### src/hdl/nfcs_pkg.sv
// Shared types, codes and step table for the NOR flash command sequencer.
package nfcs_pkg;

	localparam int ADDR_W    = 26;
	localparam int OFF_W     = 23;
	localparam int WORD_W    = 16;
	localparam int REQ_W     = 3;
	localparam int OP_W      = 3;
	localparam int KIND_W    = 4;
	localparam int IDX_W     = 4;
	localparam int OSEL_W    = 3;
	localparam int VSEL_W    = 4;
	localparam int QUEUE_DEPTH = 2;

	localparam int WINDOW_BYTES_LOG2_DEF = 23;
	localparam int BUFFER_WORDS_DEF      = 16;

	// request types
	localparam logic [REQ_W-1:0] REQ_RESET    = 3'd0;
	localparam logic [REQ_W-1:0] REQ_BLK_ERASE = 3'd1;
	localparam logic [REQ_W-1:0] REQ_CHIP_ERASE = 3'd2;
	localparam logic [REQ_W-1:0] REQ_PROGRAM  = 3'd3;
	localparam logic [REQ_W-1:0] REQ_BUF_START = 3'd4;
	localparam logic [REQ_W-1:0] REQ_BUF_WORD = 3'd5;
	localparam logic [REQ_W-1:0] REQ_POLL     = 3'd6;

	// bus operations
	localparam logic [OP_W-1:0] OP_WRITE  = 3'd0;
	localparam logic [OP_W-1:0] OP_READ   = 3'd1;
	localparam logic [OP_W-1:0] OP_PAGE   = 3'd2;
	localparam logic [OP_W-1:0] OP_DONE   = 3'd3;
	localparam logic [OP_W-1:0] OP_REJECT = 3'd4;

	// front modes
	localparam logic [1:0] MODE_IDLE = 2'd0;
	localparam logic [1:0] MODE_POLL = 2'd1;
	localparam logic [1:0] MODE_FILL = 2'd2;

	// job kinds passed from front to back
	localparam logic [KIND_W-1:0] K_RESET     = 4'd0;
	localparam logic [KIND_W-1:0] K_RESET_PG  = 4'd1;
	localparam logic [KIND_W-1:0] K_BLK       = 4'd2;
	localparam logic [KIND_W-1:0] K_CHIP      = 4'd3;
	localparam logic [KIND_W-1:0] K_PROG      = 4'd4;
	localparam logic [KIND_W-1:0] K_BSTART    = 4'd5;
	localparam logic [KIND_W-1:0] K_BWORD     = 4'd6;
	localparam logic [KIND_W-1:0] K_BWORD_END = 4'd7;
	localparam logic [KIND_W-1:0] K_READ      = 4'd8;
	localparam logic [KIND_W-1:0] K_SUBER     = 4'd9;
	localparam logic [KIND_W-1:0] K_DONE      = 4'd10;
	localparam logic [KIND_W-1:0] K_DONE_PG   = 4'd11;
	localparam logic [KIND_W-1:0] K_REJECT    = 4'd12;

	// offset selects
	localparam logic [OSEL_W-1:0] O_ZERO = 3'd0;
	localparam logic [OSEL_W-1:0] O_AAA  = 3'd1;
	localparam logic [OSEL_W-1:0] O_554  = 3'd2;
	localparam logic [OSEL_W-1:0] O_A    = 3'd3;
	localparam logic [OSEL_W-1:0] O_B    = 3'd4;

	// value selects
	localparam logic [VSEL_W-1:0] V_ZERO = 4'd0;
	localparam logic [VSEL_W-1:0] V_PAGE = 4'd1;
	localparam logic [VSEL_W-1:0] V_F0   = 4'd2;
	localparam logic [VSEL_W-1:0] V_AA   = 4'd3;
	localparam logic [VSEL_W-1:0] V_55   = 4'd4;
	localparam logic [VSEL_W-1:0] V_80   = 4'd5;
	localparam logic [VSEL_W-1:0] V_30   = 4'd6;
	localparam logic [VSEL_W-1:0] V_10   = 4'd7;
	localparam logic [VSEL_W-1:0] V_A0   = 4'd8;
	localparam logic [VSEL_W-1:0] V_25   = 4'd9;
	localparam logic [VSEL_W-1:0] V_29   = 4'd10;
	localparam logic [VSEL_W-1:0] V_DATA = 4'd11;

	localparam logic [OFF_W-1:0]  CMD_ADDR_A      = 23'h000AAA;
	localparam logic [OFF_W-1:0]  CMD_ADDR_B      = 23'h000554;
	localparam logic [OFF_W-1:0]  SUBSECTOR_BYTES = 23'h008000;
	localparam logic [ADDR_W-1:0] TOP_BLOCK       = 26'h3FE0000;

	localparam logic [WORD_W-1:0] CMD_F0 = 16'h00F0;
	localparam logic [WORD_W-1:0] CMD_AA = 16'h00AA;
	localparam logic [WORD_W-1:0] CMD_55 = 16'h0055;
	localparam logic [WORD_W-1:0] CMD_80 = 16'h0080;
	localparam logic [WORD_W-1:0] CMD_30 = 16'h0030;
	localparam logic [WORD_W-1:0] CMD_10 = 16'h0010;
	localparam logic [WORD_W-1:0] CMD_A0 = 16'h00A0;
	localparam logic [WORD_W-1:0] CMD_25 = 16'h0025;
	localparam logic [WORD_W-1:0] CMD_29 = 16'h0029;

	typedef struct packed {
		logic [KIND_W-1:0] kind;
		logic [WORD_W-1:0] page;
		logic [OFF_W-1:0]  off_a;
		logic [OFF_W-1:0]  off_b;
		logic [WORD_W-1:0] data;
	} job_t;

	typedef struct packed {
		logic [OP_W-1:0]   op;
		logic [OSEL_W-1:0] osel;
		logic [VSEL_W-1:0] vsel;
		logic              last;
	} step_t;

	function automatic step_t mk(logic [OP_W-1:0] op, logic [OSEL_W-1:0] osel,
			logic [VSEL_W-1:0] vsel, logic last);
		step_t s;
		s.op   = op;
		s.osel = osel;
		s.vsel = vsel;
		s.last = last;
		return s;
	endfunction

	// erase command body: AA 55 80 AA 55, final command, then a read
	function automatic step_t erase_step(logic [IDX_W-1:0] i, logic [OSEL_W-1:0] fin_off,
			logic [VSEL_W-1:0] fin_val, logic [OSEL_W-1:0] rd_off);
		step_t s;
		unique case (i)
			4'd0:    s = mk(OP_WRITE, O_AAA, V_AA, 1'b0);
			4'd1:    s = mk(OP_WRITE, O_554, V_55, 1'b0);
			4'd2:    s = mk(OP_WRITE, O_AAA, V_80, 1'b0);
			4'd3:    s = mk(OP_WRITE, O_AAA, V_AA, 1'b0);
			4'd4:    s = mk(OP_WRITE, O_554, V_55, 1'b0);
			4'd5:    s = mk(OP_WRITE, fin_off, fin_val, 1'b0);
			default: s = mk(OP_READ, rd_off, V_ZERO, 1'b1);
		endcase
		return s;
	endfunction

	function automatic step_t seq_step(logic [KIND_W-1:0] kind, logic [IDX_W-1:0] i);
		step_t s;
		unique case (kind)
			K_RESET:    s = mk(OP_WRITE, O_ZERO, V_F0, 1'b1);
			K_RESET_PG: s = (i == 4'd0) ? mk(OP_PAGE, O_ZERO, V_PAGE, 1'b0)
				: mk(OP_WRITE, O_ZERO, V_F0, 1'b1);
			K_BLK: begin
				unique case (i)
					4'd0:    s = mk(OP_PAGE, O_ZERO, V_PAGE, 1'b0);
					4'd1:    s = mk(OP_WRITE, O_ZERO, V_F0, 1'b0);
					default: s = erase_step(i - 4'd2, O_A, V_30, O_A);
				endcase
			end
			K_CHIP:  s = erase_step(i, O_AAA, V_10, O_ZERO);
			K_SUBER: s = erase_step(i, O_A, V_30, O_A);
			K_PROG: begin
				unique case (i)
					4'd0:    s = mk(OP_PAGE, O_ZERO, V_PAGE, 1'b0);
					4'd1:    s = mk(OP_WRITE, O_ZERO, V_F0, 1'b0);
					4'd2:    s = mk(OP_WRITE, O_AAA, V_AA, 1'b0);
					4'd3:    s = mk(OP_WRITE, O_554, V_55, 1'b0);
					4'd4:    s = mk(OP_WRITE, O_AAA, V_A0, 1'b0);
					4'd5:    s = mk(OP_WRITE, O_A, V_DATA, 1'b0);
					default: s = mk(OP_READ, O_A, V_ZERO, 1'b1);
				endcase
			end
			K_BSTART: begin
				unique case (i)
					4'd0:    s = mk(OP_PAGE, O_ZERO, V_PAGE, 1'b0);
					4'd1:    s = mk(OP_WRITE, O_ZERO, V_F0, 1'b0);
					4'd2:    s = mk(OP_WRITE, O_AAA, V_AA, 1'b0);
					4'd3:    s = mk(OP_WRITE, O_554, V_55, 1'b0);
					4'd4:    s = mk(OP_WRITE, O_A, V_25, 1'b0);
					default: s = mk(OP_WRITE, O_A, V_DATA, 1'b1);
				endcase
			end
			K_BWORD: s = mk(OP_WRITE, O_A, V_DATA, 1'b1);
			K_BWORD_END: begin
				unique case (i)
					4'd0:    s = mk(OP_WRITE, O_A, V_DATA, 1'b0);
					4'd1:    s = mk(OP_WRITE, O_B, V_29, 1'b0);
					default: s = mk(OP_READ, O_A, V_ZERO, 1'b1);
				endcase
			end
			K_READ:    s = mk(OP_READ, O_A, V_ZERO, 1'b1);
			K_DONE:    s = mk(OP_DONE, O_ZERO, V_ZERO, 1'b1);
			K_DONE_PG: s = (i == 4'd0) ? mk(OP_PAGE, O_ZERO, V_PAGE, 1'b0)
				: mk(OP_DONE, O_ZERO, V_ZERO, 1'b1);
			default:   s = mk(OP_REJECT, O_ZERO, V_ZERO, 1'b1);
		endcase
		return s;
	endfunction

endpackage

### src/hdl/nfcs_front.sv
// Request front end: mode tracking, classification and job generation.
module nfcs_front
	import nfcs_pkg::*;
#(
	parameter int WINDOW_BYTES_LOG2 = WINDOW_BYTES_LOG2_DEF,
	parameter int BUFFER_WORDS      = BUFFER_WORDS_DEF
) (
	input  logic              clk,
	input  logic              arst_n,
	input  logic              cfg_valid,
	input  logic [WORD_W-1:0] cfg_data,
	input  logic              in_valid,
	output logic              in_ready,
	input  logic [REQ_W-1:0]  req_type,
	input  logic [ADDR_W-1:0] flash_address,
	input  logic [WORD_W-1:0] word_data,
	input  logic              q_full,
	output logic              push,
	output job_t              push_job
);

	localparam int OFF_BITS = (WINDOW_BYTES_LOG2 < OFF_W) ? WINDOW_BYTES_LOG2 : OFF_W;
	localparam logic [OFF_W-1:0] OFF_MASK = OFF_W'((64'd1 << OFF_BITS) - 64'd1);
	localparam int CNT_W = (BUFFER_WORDS > 1) ? $clog2(BUFFER_WORDS) : 1;
	localparam logic [CNT_W-1:0] CNT_LAST = CNT_W'(BUFFER_WORDS - 1);

	logic [WORD_W-1:0] base_page_q;
	logic [1:0]        mode_q, mode_d;
	logic              page_changed_q, page_changed_d;
	logic [OFF_W-1:0]  sector_offset_q, sector_offset_d;
	logic [1:0]        subsectors_left_q, subsectors_left_d;
	logic [OFF_W-1:0]  poll_offset_q, poll_offset_d;
	logic [WORD_W-1:0] first_read_q, first_read_d;
	logic              have_first_q, have_first_d;
	logic [CNT_W-1:0]  buffer_count_q, buffer_count_d;

	logic [ADDR_W-1:0] blk;
	logic [WORD_W-1:0] win_page;
	logic [OFF_W-1:0]  win_off;
	logic [OFF_W-1:0]  buf_off;
	logic [OFF_W-1:0]  sub_off;
	logic              accept;
	logic              is_idle;
	job_t              job;

	assign in_ready = !q_full;
	assign accept   = in_valid && in_ready;
	assign push     = accept;
	assign push_job = job;
	assign is_idle  = (mode_q == MODE_IDLE);

	assign blk      = flash_address >> WINDOW_BYTES_LOG2;
	assign win_page = base_page_q + {blk[3:0], 12'h000};
	assign win_off  = flash_address[OFF_W-1:0] & OFF_MASK;
	assign buf_off  = (sector_offset_q + OFF_W'({buffer_count_q, 1'b0})) & OFF_MASK;
	assign sub_off  = (sector_offset_q + SUBSECTOR_BYTES) & OFF_MASK;

	always_comb begin
		mode_d            = mode_q;
		page_changed_d    = page_changed_q;
		sector_offset_d   = sector_offset_q;
		subsectors_left_d = subsectors_left_q;
		poll_offset_d     = poll_offset_q;
		first_read_d      = first_read_q;
		have_first_d      = have_first_q;
		buffer_count_d    = buffer_count_q;
		job.kind  = K_REJECT;
		job.page  = base_page_q;
		job.off_a = win_off;
		job.off_b = sector_offset_q;
		job.data  = word_data;
		priority if (req_type == REQ_RESET) begin
			job.kind          = page_changed_q ? K_RESET_PG : K_RESET;
			mode_d            = MODE_IDLE;
			page_changed_d    = 1'b0;
			sector_offset_d   = '0;
			subsectors_left_d = '0;
			poll_offset_d     = '0;
			first_read_d      = '0;
			have_first_d      = 1'b0;
			buffer_count_d    = '0;
		end else if (req_type == REQ_BLK_ERASE && is_idle) begin
			job.kind          = K_BLK;
			job.page          = win_page;
			page_changed_d    = 1'b1;
			sector_offset_d   = win_off;
			subsectors_left_d = (flash_address == '0 || flash_address == TOP_BLOCK)
				? 2'd3 : 2'd0;
			mode_d            = MODE_POLL;
			poll_offset_d     = win_off;
			have_first_d      = 1'b0;
			first_read_d      = '0;
		end else if (req_type == REQ_CHIP_ERASE && is_idle) begin
			job.kind          = K_CHIP;
			sector_offset_d   = '0;
			subsectors_left_d = '0;
			mode_d            = MODE_POLL;
			poll_offset_d     = '0;
			have_first_d      = 1'b0;
			first_read_d      = '0;
		end else if (req_type == REQ_PROGRAM && is_idle) begin
			job.kind          = K_PROG;
			job.page          = win_page;
			page_changed_d    = 1'b1;
			subsectors_left_d = '0;
			mode_d            = MODE_POLL;
			poll_offset_d     = win_off;
			have_first_d      = 1'b0;
			first_read_d      = '0;
		end else if (req_type == REQ_BUF_START && is_idle) begin
			job.kind          = K_BSTART;
			job.page          = win_page;
			job.data          = WORD_W'(BUFFER_WORDS - 1);
			page_changed_d    = 1'b1;
			subsectors_left_d = '0;
			sector_offset_d   = win_off;
			buffer_count_d    = '0;
			mode_d            = MODE_FILL;
		end else if (req_type == REQ_BUF_WORD && mode_q == MODE_FILL) begin
			job.off_a = buf_off;
			if (buffer_count_q >= CNT_LAST) begin
				// final word lands at the last buffer slot, which is also the poll spot
				job.kind       = K_BWORD_END;
				buffer_count_d = '0;
				mode_d         = MODE_POLL;
				poll_offset_d  = buf_off;
				have_first_d   = 1'b0;
				first_read_d   = '0;
			end else begin
				job.kind       = K_BWORD;
				buffer_count_d = buffer_count_q + 1'b1;
			end
		end else if (req_type == REQ_POLL && mode_q == MODE_POLL) begin
			job.off_a = poll_offset_q;
			if (!have_first_q) begin
				job.kind     = K_READ;
				first_read_d = word_data;
				have_first_d = 1'b1;
			end else if (first_read_q != word_data) begin
				job.kind     = K_READ;
				first_read_d = '0;
				have_first_d = 1'b0;
			end else if (subsectors_left_q != 2'd0) begin
				// next 32 KiB sub-sector of a boot block
				job.kind          = K_SUBER;
				job.off_a         = sub_off;
				subsectors_left_d = subsectors_left_q - 2'd1;
				sector_offset_d   = sub_off;
				poll_offset_d     = sub_off;
				first_read_d      = '0;
				have_first_d      = 1'b0;
			end else begin
				job.kind       = page_changed_q ? K_DONE_PG : K_DONE;
				first_read_d   = '0;
				have_first_d   = 1'b0;
				mode_d         = MODE_IDLE;
				page_changed_d = 1'b0;
			end
		end else begin
			job.kind = K_REJECT;
		end
	end

	always_ff @(posedge clk or negedge arst_n) begin
		if (!arst_n) begin
			base_page_q       <= '0;
			mode_q            <= MODE_IDLE;
			page_changed_q    <= 1'b0;
			sector_offset_q   <= '0;
			subsectors_left_q <= '0;
			poll_offset_q     <= '0;
			first_read_q      <= '0;
			have_first_q      <= 1'b0;
			buffer_count_q    <= '0;
		end else begin
			if (cfg_valid) begin
				base_page_q <= cfg_data;
			end
			if (accept) begin
				mode_q            <= mode_d;
				page_changed_q    <= page_changed_d;
				sector_offset_q   <= sector_offset_d;
				subsectors_left_q <= subsectors_left_d;
				poll_offset_q     <= poll_offset_d;
				first_read_q      <= first_read_d;
				have_first_q      <= have_first_d;
				buffer_count_q    <= buffer_count_d;
			end
		end
	end

endmodule

### src/hdl/nfcs_queue.sv
// Two-entry job queue between the front end and the bus sequencer.
module nfcs_queue
	import nfcs_pkg::*;
(
	input  logic clk,
	input  logic arst_n,
	input  logic push,
	input  job_t push_job,
	output logic full,
	input  logic pop,
	output logic head_valid,
	output job_t head_job
);

	localparam int PTR_W = (QUEUE_DEPTH > 1) ? $clog2(QUEUE_DEPTH) : 1;
	localparam int CNT_W = $clog2(QUEUE_DEPTH + 1);

	job_t             entry_q [QUEUE_DEPTH];
	logic [PTR_W-1:0] wr_ptr_q, rd_ptr_q;
	logic [CNT_W-1:0] count_q;
	logic             do_pop;

	assign full       = (count_q == CNT_W'(QUEUE_DEPTH));
	assign head_valid = (count_q != '0);
	assign head_job   = entry_q[rd_ptr_q];
	assign do_pop     = pop && head_valid;

	always_ff @(posedge clk) begin
		if (push) begin
			entry_q[wr_ptr_q] <= push_job;
		end
	end

	always_ff @(posedge clk or negedge arst_n) begin
		if (!arst_n) begin
			wr_ptr_q <= '0;
			rd_ptr_q <= '0;
			count_q  <= '0;
		end else begin
			if (push) begin
				wr_ptr_q <= (wr_ptr_q == PTR_W'(QUEUE_DEPTH - 1)) ? '0 : wr_ptr_q + 1'b1;
			end
			if (do_pop) begin
				rd_ptr_q <= (rd_ptr_q == PTR_W'(QUEUE_DEPTH - 1)) ? '0 : rd_ptr_q + 1'b1;
			end
			if (push && !do_pop) begin
				count_q <= count_q + 1'b1;
			end else if (do_pop && !push) begin
				count_q <= count_q - 1'b1;
			end
		end
	end

endmodule

### src/hdl/nfcs_back.sv
// Bus sequencer: expands one job into bus beats through an output register.
module nfcs_back
	import nfcs_pkg::*;
(
	input  logic              clk,
	input  logic              arst_n,
	input  logic              head_valid,
	input  job_t              head_job,
	output logic              pop,
	output logic              out_valid,
	input  logic              out_ready,
	output logic [OP_W-1:0]   bus_op,
	output logic [OFF_W-1:0]  bus_offset,
	output logic [WORD_W-1:0] bus_value,
	output logic              out_last
);

	logic [IDX_W-1:0]  idx_q;
	logic              out_valid_q;
	logic [OP_W-1:0]   op_q;
	logic [OFF_W-1:0]  offset_q;
	logic [WORD_W-1:0] value_q;
	logic              last_q;
	logic              load;
	step_t             st;
	logic [OFF_W-1:0]  off_n;
	logic [WORD_W-1:0] val_n;

	assign load = head_valid && (!out_valid_q || out_ready);
	assign pop  = load && st.last;
	assign st   = seq_step(head_job.kind, idx_q);

	always_comb begin
		unique case (st.osel)
			O_AAA:   off_n = CMD_ADDR_A;
			O_554:   off_n = CMD_ADDR_B;
			O_A:     off_n = head_job.off_a;
			O_B:     off_n = head_job.off_b;
			default: off_n = '0;
		endcase
		unique case (st.vsel)
			V_PAGE:  val_n = head_job.page;
			V_F0:    val_n = CMD_F0;
			V_AA:    val_n = CMD_AA;
			V_55:    val_n = CMD_55;
			V_80:    val_n = CMD_80;
			V_30:    val_n = CMD_30;
			V_10:    val_n = CMD_10;
			V_A0:    val_n = CMD_A0;
			V_25:    val_n = CMD_25;
			V_29:    val_n = CMD_29;
			V_DATA:  val_n = head_job.data;
			default: val_n = '0;
		endcase
	end

	always_ff @(posedge clk or negedge arst_n) begin
		if (!arst_n) begin
			idx_q       <= '0;
			out_valid_q <= 1'b0;
		end else begin
			if (load) begin
				idx_q       <= st.last ? '0 : idx_q + 1'b1;
				out_valid_q <= 1'b1;
			end else if (out_ready) begin
				out_valid_q <= 1'b0;
			end
		end
	end

	always_ff @(posedge clk) begin
		if (load) begin
			op_q     <= st.op;
			offset_q <= off_n;
			value_q  <= val_n;
			last_q   <= st.last;
		end
	end

	assign out_valid  = out_valid_q;
	assign bus_op     = op_q;
	assign bus_offset = offset_q;
	assign bus_value  = value_q;
	assign out_last   = last_q;

endmodule

### src/hdl/nor_flash_command_sequencer.sv
// Top level of the NOR flash command sequencer.
//
// Requests enter on the s_axis channel (req_type in tuser, address and word in
// tdata); each one is classified against the current mode when its beat is
// taken and turned into a job. Rejected requests and state changes are settled
// right there, so a new request can be taken every cycle while the queue has
// room. The bus sequencer drains a two-entry job queue and sends one bus beat
// per cycle on m_axis while m_axis_tready is high: write, read, page select,
// done or reject (bus_op in tuser). tlast marks each request's final beat.
// A request gives 1 to 9 beats. The request passes through the job queue and
// the output register before its first beat appears on m_axis; further beats
// follow one per cycle while m_axis_tready is high, and the next request's
// beats start only after all beats of the current one (9 for a block erase).
// The base page register is written on the cfg channel, which is always ready.
// When m_axis stalls, the output register holds its beat, the queue fills and
// s_axis_tready drops once both entries are taken.
// Reset clears the mode to idle, the base page to zero and empties the queue.
module nor_flash_command_sequencer
	import nfcs_pkg::*;
#(
	parameter int WINDOW_BYTES_LOG2 = WINDOW_BYTES_LOG2_DEF,
	parameter int BUFFER_WORDS      = BUFFER_WORDS_DEF
) (
	input  logic        clk,
	input  logic        arst_n,
	input  logic        cfg_valid,
	output logic        cfg_ready,
	input  logic [15:0] cfg_data,      // base_page
	input  logic        s_axis_tvalid,
	output logic        s_axis_tready,
	input  logic [47:0] s_axis_tdata,  // flash_address[25:0], word_data[41:26], zero pad
	input  logic [2:0]  s_axis_tuser,  // req_type[2:0]
	output logic        m_axis_tvalid,
	input  logic        m_axis_tready,
	output logic [39:0] m_axis_tdata,  // bus_offset[22:0], bus_value[38:23], zero pad
	output logic [2:0]  m_axis_tuser,  // bus_op[2:0]
	output logic        m_axis_tlast
);

	logic              q_full;
	logic              q_push;
	job_t              q_push_job;
	logic              q_pop;
	logic              q_head_valid;
	job_t              q_head_job;
	logic [OP_W-1:0]   bus_op;
	logic [OFF_W-1:0]  bus_offset;
	logic [WORD_W-1:0] bus_value;

	// register writes are always accepted
	assign cfg_ready = 1'b1;

	nfcs_front #(
		.WINDOW_BYTES_LOG2(WINDOW_BYTES_LOG2),
		.BUFFER_WORDS     (BUFFER_WORDS)
	) u_front (
		.clk          (clk),
		.arst_n       (arst_n),
		.cfg_valid    (cfg_valid),
		.cfg_data     (cfg_data),
		.in_valid     (s_axis_tvalid),
		.in_ready     (s_axis_tready),
		.req_type     (s_axis_tuser),
		.flash_address(s_axis_tdata[25:0]),
		.word_data    (s_axis_tdata[41:26]),
		.q_full       (q_full),
		.push         (q_push),
		.push_job     (q_push_job)
	);

	nfcs_queue u_queue (
		.clk       (clk),
		.arst_n    (arst_n),
		.push      (q_push),
		.push_job  (q_push_job),
		.full      (q_full),
		.pop       (q_pop),
		.head_valid(q_head_valid),
		.head_job  (q_head_job)
	);

	nfcs_back u_back (
		.clk       (clk),
		.arst_n    (arst_n),
		.head_valid(q_head_valid),
		.head_job  (q_head_job),
		.pop       (q_pop),
		.out_valid (m_axis_tvalid),
		.out_ready (m_axis_tready),
		.bus_op    (bus_op),
		.bus_offset(bus_offset),
		.bus_value (bus_value),
		.out_last  (m_axis_tlast)
	);

	assign m_axis_tdata = {1'b0, bus_value, bus_offset};
	assign m_axis_tuser = bus_op;

	// queue is never written while full
	a_no_overflow: assert property (@(posedge clk) disable iff (!arst_n)
		q_push |-> !q_full)
		else $error("job queue overflow");

	// done and reject always close their request
	a_end_beats_last: assert property (@(posedge clk) disable iff (!arst_n)
		(m_axis_tvalid && (bus_op == OP_DONE || bus_op == OP_REJECT)) |-> m_axis_tlast)
		else $error("done or reject beat without tlast");

	// a job leaves the queue only on its final beat
	a_pop_on_last: assert property (@(posedge clk) disable iff (!arst_n)
		q_pop |=> (m_axis_tvalid && m_axis_tlast))
		else $error("job popped without a final beat");

endmodule
### config.mk
export PLATFORM = sky130hd
export DESIGN_NAME = nor_flash_command_sequencer
export DESIGN_NICKNAME = d
export VERILOG_FILES = /design/src/hdl/nfcs_pkg.sv /design/src/hdl/nfcs_front.sv /design/src/hdl/nfcs_queue.sv /design/src/hdl/nfcs_back.sv /design/src/hdl/nor_flash_command_sequencer.sv
export SDC_FILE = /design/constraint.sdc
export NUM_CORES = 1
export LEC_CHECK = 0
export ABC_AREA = 1
export BUFFER_PORTS_ARGS = -buffer_cell sky130_fd_sc_hd__clkbuf_2
export CAP_MARGIN = 0
export CORE_AREA = 5 5 248 202
export DETAILED_ROUTE_END_ITERATION = 12
export DIE_AREA = 0 0 253 207
export GPL_TIMING_DRIVEN = 0
export MAX_ROUTING_LAYER = met4
export PLACE_DENSITY_LB_ADDON = 0.1
export SLEW_MARGIN = 20
export SYNTH_ARGS = -nofsm -noshare
export SYNTH_HDL_FRONTEND = slang
export SYNTH_HIERARCHICAL = 1
export SYNTH_SLANG_ARGS = --single-unit
### constraint.sdc
create_clock -name clk -period 7 [get_ports clk]
set_input_delay 0.7 -clock clk [delete_from_list [all_inputs] [get_ports clk]]
set_output_delay 0.7 -clock clk [all_outputs]
set_load 0.1 [all_outputs]
==> results.cfg <==
[power_and_ir_drop]
internal_power_w = 0.00495
seq_power_share_pct = 31.9
switchingPower_w = 0.00440
powerDensity_nw_per_um2 = 489
p_leak_nw = 8.93
p_comb_share_pct = 47.0
power_w = 0.00934
ir_worst_vdd_mv = 0.302
pwr-share-clk_pct = 21.2
swShare_pct = 47.1

[synthesis]
syn_avg_cell_area_um2 = 8.30
ys_ff_latch = 304
yosysSeqAreaShare_pct = 53.0
yosys_warnings = 6
async_flop_share_pct = 31.9
synthesis.area_um2 = 16300
synth_edf_count = 207
synth_area_leaders = edfxtp_1, nand2_1, dfrtp_1
syn_inst = 1966
postSynth.topFlopCell = edfxtp_1
synth_cell_type_count = 51
ys_top_cells_by_count = nand2_1, edfxtp_1, inv_1
post-synth-top-count-cell = nand2_1
syn_nets = 2057
netlist.area_leader.share_pct = 38.1
yosysTopAreaCell = edfxtp_1

[critical_path]
r2r_cells = 17
r2r_end = u_queue/count_q[1]
required_ns = 7.43
ff2ff_setup_slack_ns = 3.63
critPathArrivalTime_ns = 3.81
crit_start = u_queue/rd_ptr_q
start_kind = flip-flop
cp_max_fo = 10
rr_startpoint = u_queue/rd_ptr_q
path_class = flip-flop to flip-flop
crit_path_end_kind = flip-flop
crit_end = u_queue/count_q[1]

[clock_network]
post-cts-setup-buffers = 0
cts_hold_buffers = 0
clk_pin_slew_ns = 0.06
cts-buffers-inserted = 36
root_buffer = clkbuf_16
cts_tree = done
cts_resized = 0
cts.htree.levels = 2
clock_latency_ns = 0.56
clockBufferDepth = 3
clock-sinks = 304

[place]
dp_slack_ns = 3.66
placed_cell_area_um2 = 17900
hpwl_mm = 39.6
portBuffers = 109
gp_congestion = 0.945
dp.cells = 2711

[route]
ant_nets = 1
wirelength_mm = 52.1
viasPerCell = 4.91
drt_iter0_markers = 1127
drc_errors = 0
vias = 13700
dr.pass1.iters = 5
wl_per_cell_um = 18.7

[floorplan]
fp.dieH_um = 207
die_area_um2 = 52400
core-area_um2 = 47600
rows = 72
io_pins = 119
initial_utilization_pct = 34.3
die_x_um = 253

[global_routing]
track_usage_pct = 20.1
grt_max_degree = 59
grt-ovfl-total = 0
grt_pass1_wl_mm = 79.4
antenna_found_initial = 1
grt_pass1_vias = 12700

[layout]
area_delta_synth_final_pct = 17.1
fillers = 4895
drive_gt1_share_pct = 13.4
nNetsFinal = 2211
final_cells = 2783
design_area_um2 = 19100

[min_path]
hold_path_class = primary input to async pin

[run]
maxCapViolCount = 0

[sta]
fmax_mhz = 296
report.final.setup_viol = 0
period_share_pct = 48.2
slew_headroom_pct = 44.8
fin_worst_skew_ns = 0.0277
rsz0062_at_grt = false
worst_pin_slew_ns = 0.823
hold_viol = 0
worst_slack_ns = 3.63
holdWs_ns = 0.0767
drv_slew = 0
fin_crit_ns = 3.37

[outcome]
status = finished with violations
violations = antenna rules
## worst max-delay path, cell delays in order (launching register included)
cell and delay (ns):
dfrtp_1 0.40, inv_2 0.06, buf_4 0.21, buf_6 0.20, nand2_1 0.06, nand2_1 0.17
nand2_1 0.19, nor2_1 0.28, nand2_1 0.10, nor2_2 0.22, nor3_1 0.13, a31oi_1 0.49
nand2_1 0.15, ha_1 0.33, inv_1 0.08, nand3_1 0.08, nand2_1 0.06, nand2_1 0.04
## layer usage
| metal | vias up | wire length, um | GRT usage [%] | share of wire, % |
|---|---|---|---|---|
| met2 | 391 | 21100 | 26.8 | 41 |
| met3 | 68 | 2760 | 2.71 | 5.3 |
| li1 | 6757 | - | - | - |
| met4 | 0 | 984 | 4.69 | 1.9 |
| met5 | - | 0 | - | 0 |
| met1 | 6444 | 27200 | 32.2 | 52 |
## sequential cells by signal, summed over array words and instances, names as in the netlist
signal,count
u_queue/count_q,2
u_queue/wr_ptr_q,1
u_back/bus_offset,23
u_front/sector_offset_q,23
u_front/first_read_q,16
u_back/out_valid,1
u_front/poll_offset_q,23
u_back/bus_op,3
u_front/mode_q,2
u_front/buffer_count_q,4
u_back/bus_value,16
u_back/out_last,1
u_front/base_page_q,16
u_front/have_first_q,1
u_queue/entry_q,164
u_queue/rd_ptr_q,1
u_front/subsectors_left_q,2
u_back/idx_q,4
u_front/page_changed_q,1
## kinds of logic (layout without fill, tap and decap cells)
| kind of cell | after synthesis | in the layout | share of synthesized area (%) |
|---|---|---|---|
| AND/OR/NAND/NOR | 1113 | 1113 | 28.6 |
| buffers and inverters | 308 | 490 | 8.45 |
| flip-flops | 304 | 304 | 53.0 |
| AO/OA/AOI/OAI | 192 | 192 | 6.72 |
| adder cells (fa/ha/maj) | 19 | 19 | 1.55 |
| XOR/XNOR | 15 | 15 | 0.805 |
| multiplexers | 13 | 13 | 0.897 |
| other | 2 | 8 | 0.0460 |
## worst min-delay path by stage
stage,start,endpoint,cells past startpoint
2_1_floorplan,arst_n,u_back/idx_q[0],0
3_3_place_gp,u_front/sector_offset_q[21],u_queue/entry_q[1][37],0
3_5_place_dp,u_front/sector_offset_q[21],u_queue/entry_q[1][37],0
4_1_cts,arst_n,u_front/sector_offset_q[18],1
5_1_grt,arst_n,u_front/first_read_q[9],1
6_report,arst_n,u_front/sector_offset_q[18],1
## area by class of cell
cell class	instances	area [um^2]	area share, %
clock inverter	18	251	1.32
clock buffer	48	986	5.16
buffer	86	543	2.84
antenna	6	15.0	0.0786
timing repair buffer	116	732	3.83
tap	629	787	4.12
multi-input combinational	1354	6300	33.0
inverter	222	841	4.40
sequential	304	8640	45.2
## cells in the final DEF (no fill, tap or decap), drive strengths merged, types with 4 or more instances in the layout
| cell type | n |
|---|---|
| nand2 | 747 |
| ha | 17 |
| clkinv | 11 |
| o22ai | 16 |
| o221ai | 4 |
| nand4 | 34 |
| buf | 70 |
| mux2 | 13 |
| nand3 | 179 |
| a21oi | 48 |
| bufinv | 5 |
| nor2 | 124 |
| inv | 222 |
| o21ai | 93 |
| clkbuf | 180 |
| nor3 | 14 |
| edfxtp | 207 |
| nand3b | 9 |
| nor4 | 4 |
| xnor2 | 5 |
| diode | 6 |
| o211ai | 17 |
| a31oi | 4 |
| dfrtp | 97 |
| xor2 | 10 |
## per-stage QoR
stage | TNS, ns | utilization (%)
after floorplan | 0 | -
after global placement | -80.27 | 37.1
after detailed placement | 0 | 37.5
after CTS | 0 | 40.1
after global routing | 0 | 40.1
final | 0 | 40.2
## power by group through the flow
stage | logic, W | clock network [W] | registers (W)
2_1_floorplan | 0.00223 | 0 | 0.00389
3_3_place_gp | 0.00429 | 0 | 0.00305
3_5_place_dp | 0.00439 | 0 | 0.00302
4_1_cts | 0.00440 | 0.00203 | 0.00298
5_1_grt | 0.00478 | 0.00210 | 0.00304
6_report | 0.00439 | 0.00198 | 0.00298
No activity file was read; power rests on OpenSTA's default activity.
